===== config.mk =====
export PLATFORM = sky130hd
export DESIGN_NAME = c_escape_sequence_decoder_flat
export DESIGN_NICKNAME = d
export VERILOG_FILES = /design/src/rtl/core/ced_pkg.sv /design/src/rtl/core/ced_if.sv /design/src/rtl/core/ced_front.sv /design/src/rtl/core/ced_queue.sv /design/src/rtl/core/ced_back.sv /design/src/rtl/core/c_escape_sequence_decoder.sv /design/src/flat_wrapper.sv
export SDC_FILE = /design/constraint.sdc
export NUM_CORES = 1
export LEC_CHECK = 0
export ABC_AREA = 1
export ABC_CLOCK_PERIOD_IN_PS = 3900
export BUFFER_PORTS_ARGS = -buffer_cell sky130_fd_sc_hd__buf_2
export CAP_MARGIN = 20
export CORE_ASPECT_RATIO = 0.6
export CORE_MARGIN = 4
export CORE_UTILIZATION = 45
export DETAILED_ROUTE_END_ITERATION = 10
export SLEW_MARGIN = 40
export SYNTH_ARGS = -nofsm -noshare
export SYNTH_HDL_FRONTEND = slang
export SYNTH_SLANG_ARGS = --single-unit

===== constraint.sdc =====
create_clock -name clk_i -period 3.9 [get_ports clk_i]
set_input_delay 0.585 -clock clk_i [delete_from_list [all_inputs] [get_ports clk_i]]
set_output_delay 0.585 -clock clk_i [all_outputs]
set_load 0.05 [all_outputs]

===== src/rtl/core/ced_pkg.sv =====
// Package for the C escape sequence decoder.
// Holds the result and queue entry types and the queue depth.
// No dependencies.
package ced_pkg;

  localparam int unsigned QDEPTH = 2;
  localparam int unsigned QAW    = (QDEPTH > 1) ? $clog2(QDEPTH) : 1;

  typedef struct packed {
    logic [8:0] char_value;
    logic       from_escape;
    logic       run_last;
    logic       string_last;
  } res_t;

  // All results caused by one input byte.
  typedef struct packed {
    logic two;
    res_t first;
    res_t second;
  } entry_t;

endpackage


===== src/rtl/core/ced_if.sv =====
// Channel interfaces of the C escape sequence decoder.
// Input channel carries raw bytes, output channel carries decoded characters.
// Depends on nothing.
interface ced_in_if;
  logic       valid;
  logic       ready;
  logic [7:0] in_byte;
  logic       string_end;

  modport source (output valid, output in_byte, output string_end, input ready);
  modport sink (input valid, input in_byte, input string_end, output ready);
endinterface

interface ced_out_if;
  logic       valid;
  logic       ready;
  logic [8:0] char_value;
  logic       from_escape;
  logic       run_last;
  logic       string_last;

  modport source (output valid, output char_value, output from_escape,
                  output run_last, output string_last, input ready);
  modport sink (input valid, input char_value, input from_escape,
                input run_last, input string_last, output ready);
endinterface


===== src/rtl/core/ced_front.sv =====
// Front part of the C escape sequence decoder: accepts bytes, tracks the
// escape mode and produces the results of each byte (none, one or two).
// Depends on ced_pkg.
module ced_front (
  input  logic            clk_i,
  input  logic            rst_ni,
  input  logic            valid_i,
  output logic            ready_o,
  input  logic [7:0]      in_byte_i,
  input  logic            string_end_i,
  input  logic            push_ready_i,
  output logic            push_o,
  output ced_pkg::entry_t entry_o
);
  import ced_pkg::*;

  typedef enum logic [2:0] {
    MODE_NORMAL  = 3'd0,
    MODE_ESC     = 3'd1,
    MODE_OCT     = 3'd2,
    MODE_HEX_LOW = 3'd3,
    MODE_HEX_UP  = 3'd4,
    MODE_HEX     = 3'd5
  } mode_e;

  localparam logic [7:0] ChBslash = 8'h5C;
  localparam logic [7:0] Ch0      = 8'h30;
  localparam logic [7:0] Ch7      = 8'h37;
  localparam logic [7:0] Ch9      = 8'h39;
  localparam logic [7:0] ChLa     = 8'h61;
  localparam logic [7:0] ChLf     = 8'h66;
  localparam logic [7:0] ChUa     = 8'h41;
  localparam logic [7:0] ChUf     = 8'h46;
  localparam logic [7:0] ChLx     = 8'h78;
  localparam logic [7:0] ChUx     = 8'h58;

  function automatic logic [7:0] letter_code(input logic [7:0] b);
    logic [7:0] r;
    unique case (b)
      8'h6E:   r = 8'h0A;
      8'h74:   r = 8'h09;
      8'h76:   r = 8'h0B;
      8'h62:   r = 8'h08;
      8'h72:   r = 8'h0D;
      8'h66:   r = 8'h0C;
      8'h61:   r = 8'h07;
      default: r = b;
    endcase
    return r;
  endfunction

  mode_e      mode_q, mode_d, mid_mode;
  logic [8:0] acc_q, acc_d, mid_acc;
  logic [1:0] cnt_q, cnt_d, mid_cnt, cnt_inc;
  logic       is_oct, is_dig, is_hex, do_fresh;
  logic [3:0] hex_v;
  logic       pre_v, pre_esc, post_v, post_esc;
  logic [8:0] pre_val, post_val;
  logic       fire;
  res_t       r0, r1;

  assign is_oct  = (in_byte_i >= Ch0) && (in_byte_i <= Ch7);
  assign is_dig  = (in_byte_i >= Ch0) && (in_byte_i <= Ch9);
  assign is_hex  = is_dig || ((in_byte_i >= ChLa) && (in_byte_i <= ChLf))
                          || ((in_byte_i >= ChUa) && (in_byte_i <= ChUf));
  assign hex_v   = is_dig ? in_byte_i[3:0] : in_byte_i[3:0] + 4'd9;
  assign cnt_inc = cnt_q + 2'd1;

  always_comb begin
    mid_mode = mode_q;
    mid_acc  = acc_q;
    mid_cnt  = cnt_q;
    pre_v    = 1'b0;
    pre_val  = acc_q;
    pre_esc  = 1'b1;
    do_fresh = 1'b0;
    unique case (mode_q)
      MODE_ESC: begin
        if (is_oct) begin
          mid_mode = MODE_OCT;
          mid_acc  = {6'd0, in_byte_i[2:0]};
          mid_cnt  = 2'd1;
        end else if ((in_byte_i == ChLx) || (in_byte_i == ChUx)) begin
          mid_mode = (in_byte_i == ChLx) ? MODE_HEX_LOW : MODE_HEX_UP;
          mid_acc  = 9'd0;
          mid_cnt  = 2'd0;
        end else begin
          pre_v    = 1'b1;
          pre_val  = {1'b0, letter_code(in_byte_i)};
          mid_mode = MODE_NORMAL;
        end
      end
      MODE_OCT: begin
        if (is_oct) begin
          mid_acc = {acc_q[5:0], in_byte_i[2:0]};
          mid_cnt = cnt_inc;
          if (cnt_inc == 2'd3) begin
            pre_v    = 1'b1;
            pre_val  = {acc_q[5:0], in_byte_i[2:0]};
            mid_mode = MODE_NORMAL;
          end
        end else begin
          pre_v    = 1'b1;
          do_fresh = 1'b1;
        end
      end
      MODE_HEX_LOW, MODE_HEX_UP: begin
        if (is_hex) begin
          mid_acc  = {5'd0, hex_v};
          mid_cnt  = 2'd1;
          mid_mode = MODE_HEX;
        end else begin
          pre_v    = 1'b1;
          pre_val  = {1'b0, (mode_q == MODE_HEX_LOW) ? ChLx : ChUx};
          do_fresh = 1'b1;
        end
      end
      MODE_HEX: begin
        if (is_hex) begin
          pre_v    = 1'b1;
          pre_val  = {acc_q[4:0], hex_v};
          mid_mode = MODE_NORMAL;
        end else begin
          pre_v    = 1'b1;
          do_fresh = 1'b1;
        end
      end
      default: begin
        do_fresh = 1'b1;
      end
    endcase

    post_v   = 1'b0;
    post_val = {1'b0, in_byte_i};
    post_esc = 1'b0;
    if (do_fresh) begin
      if (in_byte_i == ChBslash) begin
        mid_mode = MODE_ESC;
      end else begin
        mid_mode = MODE_NORMAL;
        post_v   = 1'b1;
      end
    end

    // An escape still open at the end of the string is flushed.
    if (string_end_i) begin
      post_esc = post_v ? 1'b0 : 1'b1;
      unique case (mid_mode)
        MODE_ESC: begin
          post_v   = 1'b1;
          post_val = 9'd0;
        end
        MODE_OCT, MODE_HEX: begin
          post_v   = 1'b1;
          post_val = mid_acc;
        end
        MODE_HEX_LOW: begin
          post_v   = 1'b1;
          post_val = {1'b0, ChLx};
        end
        MODE_HEX_UP: begin
          post_v   = 1'b1;
          post_val = {1'b0, ChUx};
        end
        default: begin
        end
      endcase
      mode_d = MODE_NORMAL;
      acc_d  = 9'd0;
      cnt_d  = 2'd0;
    end else begin
      mode_d = mid_mode;
      acc_d  = (mid_mode == MODE_NORMAL) ? 9'd0 : mid_acc;
      cnt_d  = (mid_mode == MODE_NORMAL) ? 2'd0 : mid_cnt;
    end
  end

  always_comb begin
    r0.char_value  = pre_v ? pre_val : post_val;
    r0.from_escape = pre_v ? pre_esc : post_esc;
    r0.run_last    = !(pre_v && post_v);
    r0.string_last = string_end_i && !(pre_v && post_v);
    r1.char_value  = post_val;
    r1.from_escape = post_esc;
    r1.run_last    = 1'b1;
    r1.string_last = string_end_i;
    entry_o.two    = pre_v && post_v;
    entry_o.first  = r0;
    entry_o.second = r1;
  end

  assign ready_o = push_ready_i;
  assign fire    = valid_i && push_ready_i;
  assign push_o  = fire && (pre_v || post_v);

  always_ff @(posedge clk_i or negedge rst_ni) begin
    if (!rst_ni) begin
      mode_q <= MODE_NORMAL;
      acc_q  <= 9'd0;
      cnt_q  <= 2'd0;
    end else if (fire) begin
      mode_q <= mode_d;
      acc_q  <= acc_d;
      cnt_q  <= cnt_d;
    end
  end

endmodule


===== src/rtl/core/ced_queue.sv =====
// Short queue between the front and back parts of the decoder.
// Each entry holds all results of one input byte.
// Depends on ced_pkg.
module ced_queue (
  input  logic            clk_i,
  input  logic            rst_ni,
  input  logic            push_i,
  output logic            push_ready_o,
  input  ced_pkg::entry_t entry_i,
  output logic            pop_valid_o,
  input  logic            pop_i,
  output ced_pkg::entry_t entry_o
);
  import ced_pkg::*;

  entry_t         mem_q [QDEPTH];
  logic [QAW-1:0] wr_ptr_q, rd_ptr_q;
  logic [QAW:0]   count_q;
  logic           do_push, do_pop;

  assign push_ready_o = (count_q != QAW'(0) + (QAW+1)'(QDEPTH));
  assign pop_valid_o  = (count_q != '0);
  assign do_push      = push_i && push_ready_o;
  assign do_pop       = pop_i && pop_valid_o;
  assign entry_o      = mem_q[rd_ptr_q];

  always_ff @(posedge clk_i) begin
    if (do_push) begin
      mem_q[wr_ptr_q] <= entry_i;
    end
  end

  always_ff @(posedge clk_i or negedge rst_ni) begin
    if (!rst_ni) begin
      wr_ptr_q <= '0;
      rd_ptr_q <= '0;
      count_q  <= '0;
    end else begin
      if (do_push) begin
        wr_ptr_q <= (wr_ptr_q == QAW'(QDEPTH - 1)) ? '0 : wr_ptr_q + QAW'(1);
      end
      if (do_pop) begin
        rd_ptr_q <= (rd_ptr_q == QAW'(QDEPTH - 1)) ? '0 : rd_ptr_q + QAW'(1);
      end
      if (do_push && !do_pop) begin
        count_q <= count_q + (QAW+1)'(1);
      end else if (do_pop && !do_push) begin
        count_q <= count_q - (QAW+1)'(1);
      end
    end
  end

endmodule


===== src/rtl/core/ced_back.sv =====
// Back part of the decoder: takes queue entries and delivers their results
// one per transfer through an output register. Depends on ced_pkg.
module ced_back (
  input  logic            clk_i,
  input  logic            rst_ni,
  input  logic            pop_valid_i,
  output logic            pop_o,
  input  ced_pkg::entry_t entry_i,
  output logic            valid_o,
  input  logic            ready_i,
  output ced_pkg::res_t   res_o
);
  import ced_pkg::*;

  logic valid_q, pend_q;
  res_t res_q, pend_res_q;
  logic load_ok;

  assign load_ok = !valid_q || ready_i;
  assign pop_o   = load_ok && !pend_q && pop_valid_i;
  assign valid_o = valid_q;
  assign res_o   = res_q;

  always_ff @(posedge clk_i or negedge rst_ni) begin
    if (!rst_ni) begin
      valid_q <= 1'b0;
      pend_q  <= 1'b0;
    end else if (load_ok) begin
      if (pend_q) begin
        valid_q <= 1'b1;
        pend_q  <= 1'b0;
      end else if (pop_valid_i) begin
        valid_q <= 1'b1;
        pend_q  <= entry_i.two;
      end else begin
        valid_q <= 1'b0;
      end
    end
  end

  always_ff @(posedge clk_i) begin
    if (load_ok) begin
      if (pend_q) begin
        res_q <= pend_res_q;
      end else if (pop_valid_i) begin
        res_q      <= entry_i.first;
        pend_res_q <= entry_i.second;
      end
    end
  end

endmodule


===== src/rtl/core/c_escape_sequence_decoder.sv =====
// Top level of the C escape sequence decoder: front, queue and back parts.
// Depends on ced_pkg, ced_in_if, ced_out_if, ced_front, ced_queue, ced_back.
//
// The decoder takes one byte of an escaped C string per cycle while the queue
// has room and delivers the decoded characters one per cycle while the output
// is ready. A byte that closes an octal or hex run and also decodes as a new
// character, or that closes a run and opens an escape flushed at string end,
// gives two results, which the single output register delivers one after the
// other. A two-entry queue between the decoding front and the output stage
// lets the input keep streaming while results wait, so bursts of double
// results are absorbed until the queue fills. Results pass through the queue
// and then the output register.
module c_escape_sequence_decoder (
  input  logic      clk_i,
  input  logic      rst_ni,
  ced_in_if.sink    in_i,
  ced_out_if.source out_o
);
  import ced_pkg::*;

  logic   push, push_ready, pop_valid, pop;
  entry_t push_entry, pop_entry;
  res_t   res;

  ced_front u_front (
    .clk_i        (clk_i),
    .rst_ni       (rst_ni),
    .valid_i      (in_i.valid),
    .ready_o      (in_i.ready),
    .in_byte_i    (in_i.in_byte),
    .string_end_i (in_i.string_end),
    .push_ready_i (push_ready),
    .push_o       (push),
    .entry_o      (push_entry)
  );

  ced_queue u_queue (
    .clk_i        (clk_i),
    .rst_ni       (rst_ni),
    .push_i       (push),
    .push_ready_o (push_ready),
    .entry_i      (push_entry),
    .pop_valid_o  (pop_valid),
    .pop_i        (pop),
    .entry_o      (pop_entry)
  );

  ced_back u_back (
    .clk_i       (clk_i),
    .rst_ni      (rst_ni),
    .pop_valid_i (pop_valid),
    .pop_o       (pop),
    .entry_i     (pop_entry),
    .valid_o     (out_o.valid),
    .ready_i     (out_o.ready),
    .res_o       (res)
  );

  assign out_o.char_value  = res.char_value;
  assign out_o.from_escape = res.from_escape;
  assign out_o.run_last    = res.run_last;
  assign out_o.string_last = res.string_last;

endmodule

===== src/flat_wrapper.sv =====
// flat-port wrapper written by rule: the top's interface ports become plain ports
module c_escape_sequence_decoder_flat import ced_pkg::*;
  (clk_i, rst_ni, in_i_valid, in_i_in_byte, in_i_string_end, in_i_ready, out_o_valid, out_o_char_value, out_o_from_escape, out_o_run_last, out_o_string_last, out_o_ready);
  ced_in_if in_i_i ();
  ced_out_if out_o_i ();
  input  logic clk_i;
  input  logic rst_ni;
  input wire logic [$bits(in_i_i.valid)-1:0] in_i_valid;
  input wire logic [$bits(in_i_i.in_byte)-1:0] in_i_in_byte;
  input wire logic [$bits(in_i_i.string_end)-1:0] in_i_string_end;
  output wire logic [$bits(in_i_i.ready)-1:0] in_i_ready;
  output wire logic [$bits(out_o_i.valid)-1:0] out_o_valid;
  output wire logic [$bits(out_o_i.char_value)-1:0] out_o_char_value;
  output wire logic [$bits(out_o_i.from_escape)-1:0] out_o_from_escape;
  output wire logic [$bits(out_o_i.run_last)-1:0] out_o_run_last;
  output wire logic [$bits(out_o_i.string_last)-1:0] out_o_string_last;
  input wire logic [$bits(out_o_i.ready)-1:0] out_o_ready;
  assign in_i_i.valid = in_i_valid;
  assign in_i_i.in_byte = in_i_in_byte;
  assign in_i_i.string_end = in_i_string_end;
  assign in_i_ready = in_i_i.ready;
  assign out_o_valid = out_o_i.valid;
  assign out_o_char_value = out_o_i.char_value;
  assign out_o_from_escape = out_o_i.from_escape;
  assign out_o_run_last = out_o_i.run_last;
  assign out_o_string_last = out_o_i.string_last;
  assign out_o_i.ready = out_o_ready;
  c_escape_sequence_decoder u_core (.clk_i(clk_i), .rst_ni(rst_ni), .in_i(in_i_i), .out_o(out_o_i));
endmodule

==> results.cfg <==
[run_status]
status = finished, final reports clean

[pwr]
peakVddDrop_v = 0.0004182
p_leak_nw = 2.524
powerDensity_mw_per_mm2 = 572.1

[logic_synthesis]
synth.most_common_cell = nand2_1
ys_async_sr_fraction_pct = 21.98
synthCells = 609
syn_nets = 629
synth_ff_type = edfxtp_1
syn_area_mm2 = 0.005210
yosys.area.top_type_share_pct = 40.92
yosysTopAreaCell = edfxtp_1
synthTopCellsByArea = edfxtp_1 (41%), nand2_1 (13%), dfrtp_1 (9.6%)
synth.distinct_cells = 45
avgSynthCellArea_um2 = 8.555
synth-edff-count = 71
synth_common_cells = nand2_1 (175), edfxtp_1 (71), inv_1 (54)
synth_seq_cells = 91
synth_warnings = 0
ys_seq_area_share_pct = 50.53

[timing]
fmax_mhz = 304.7
finalCritPeriodShare_pct = 84.15
setup_viol = 0
rsz0062_at_grt = no
fin_skew_ns = 0.006809
drv_slew = 0
min_period_ns = 3.282
max_slew_margin_pct = 47.63
hold_viol = 0
tns_ns = 0
worstMarginPinSlew_ns = 0.7807

[global_routing]
grt_pass1_wl_um = 23370
overflow = 0
grt_max_degree = 27
track_usage_pct = 22.90
antenna_found_initial = 0
grt_pass1_vias = 4041

[route]
drt_iter0_markers = 552
dr.pass1.iters = 6
finalWirelength_um = 15060
num_vias = 4561
avgRoutedWirePerCell_um = 18.63
drc_errors = 0
drtAntennaViolNets = 0
vias_per_cell = 5.645

[layout]
syn2layout_area_growth_pct = 12.73
fillers = 1051
multiInputGateArea_mm2 = 0.002266
final-seq-area_mm2 = 0.002633
layout-drive-gt1-share_pct = 17.90
num_antenna_cells = 0
nNetsFinal = 663
fin_cells = 808
final_util_pct = 51.98

[floorplanning]
die_area_mm2 = 0.01342
chipHeight_um = 91.35
core_mm2 = 0.01130
die_x_um = 146.9
io_pins = 27
start_util_pct = 46.11
rows = 30

[clock_network]
cts_buffers = 9
cts_tree = done
cts.htree.levels = 3
holdBufCountCts = 0
cts_buffer_depth = 2
path_clk_slew_ns = 0.06
clk_latency_ns = 0.33
clkSinkCount = 91
post-cts-setup-buffer-count = 0
cts-root-buf = clkbuf_16
cts_resized = 0

[placement]
gp_congestion = 1.028
port-buffer-count = 26
dp.cells = 792
dp_hpwl_um = 11580

[critical_path]
cp-end-kind = flip-flop
cp-start-kind = flip-flop
worstPathArrival_ns = 3.50
required_ns = 4.11
path_max_fanout = 10
worstSetupPathType = flip-flop to flip-flop

[hold_path]
hold_class = input pin to async pin

[job]
max-cap-violations = 0
-- state kept, by name, summed over array words and instances (netlist names) --
| signal | count |
|---|---|
| u_core.u_queue.count_q | 2 |
| u_core.u_queue.mem_q | 48 |
| u_core.u_queue.wr_ptr_q | 1 |
| u_core.u_queue.rd_ptr_q | 1 |
| u_core.u_front.cnt_q | 2 |
| u_core.u_back.pend_res_q | 11 |
| u_core.u_back.res_o | 12 |
| u_core.u_front.acc_q | 9 |
| u_core.u_back.valid_o | 1 |
| u_core.u_back.pend_q | 1 |
| u_core.u_front.mode_q | 3 |
-- report_power, final --
group	switching, mW	total [mW]	internal (mW)
Clock	0.340	0.788	0.449
Combinational	0.819	1.10	0.277
Sequential	0.0673	1.48	1.41
Total	1.23	3.36	2.13
-- final timing paths --
check | start | to | slack [ns] | depth (start not counted)
min | rst_ni | u_core.u_front.acc_q[7]$_DFFE_PN0P_ | 0.22 | 1
min reg2reg | u_core.u_queue.wr_ptr_q$_DFFE_PN0P_ | u_core.u_queue.wr_ptr_q$_DFFE_PN0P_ | 0.48 | 2
min in group clk_i | u_core.u_queue.wr_ptr_q$_DFFE_PN0P_ | u_core.u_queue.wr_ptr_q$_DFFE_PN0P_ | 0.48 | 2
max in group asynchronous | rst_ni | u_core.u_back.pend_q$_DFFE_PN0N_ | 3.33 | 1
max | u_core.u_front.mode_q[2]$_DFFE_PN0P_ | u_core.u_queue.count_q[1]$_DFFE_PN0P_ | 0.62 | 21
max reg2reg | u_core.u_front.mode_q[2]$_DFFE_PN0P_ | u_core.u_queue.count_q[1]$_DFFE_PN0P_ | 0.62 | 21
-- cells by family (layout without fill, tap and decap cells) --
logic type      after synthesis  after routing  share of synthesized area [%]
compound gates              109            109                          12.32
flops                        91             91                          50.53
xor+xnor                      4              4                         0.6726
buf+inv                      83            122                          6.244
fa+ha+maj                     7              7                          1.681
simple gates                314            314                          28.36
mux                           1              1                         0.1921
-- metrics by stage --
step           setup WS (ns)  power, mW  hold slack, ns  area, um2
4_1_cts               0.6937      3.386          0.2172       5873
6_report              0.6183      3.360          0.2171       5873
3_3_place_gp          0.4946      2.568          0.4574       5595
5_1_grt               0.3352      3.555          0.2350       5873
2_1_floorplan         0.4173      2.259          0.2894       5210
3_5_place_dp          0.3441      2.594          0.4606       5602
-- layer usage --
metal  track usage, %  routed length, um
met5                0                  0
met4            3.876                 75
met3            7.980               1822
met2            27.15               5543
met1            38.73               7614
-- layout make-up --
| type | count | area share, % |
|---|---|---|
| Clock buffer | 12 | 4.197 |
| Inverter | 68 | 4.389 |
| Tap cell | 160 | 3.409 |
| Sequential cell | 91 | 44.82 |
| Timing Repair Buffer | 38 | 4.176 |
| Clock inverter | 4 | 0.4261 |
| Multi-Input combinational cell | 435 | 38.58 |
-- worst max-delay path, stage by stage (launching register included) --
cell and delay [ns]:
dfrtp_1 0.38, inv_1 0.08, nor2_1 0.21, nand2_1 0.16, inv_2 0.12, nor2_1 0.08, nand2_1 0.30, nand2_1 0.13
inv_2 0.08, nand2_1 0.09, nor2_4 0.13, nand2_2 0.10, nand2_4 0.10, nand2_4 0.09, nand2_8 0.13, nand3_2 0.10
nand2_2 0.10, inv_1 0.05, ha_1 0.32, a21oi_1 0.13, o21ai_0 0.12, xnor2_1 0.14
-- cell usage in the layout, fill, tap and decap left out, types with 8 or more instances in the layout --
cell	synthesis	routed
o21ai_0	26	26
buf_2	3	26
nand2_2	18	18
nand2_1	175	175
buf_4	0	10
inv_2	13	13
o22ai_1	10	10
clkbuf_16	0	9
nor2_1	49	48
a21oi_1	37	37
o211ai_1	8	8
nand3_1	35	35
edfxtp_1	71	71
dfrtp_1	20	20
inv_1	54	53
Power figures use the tool's default switching activity.
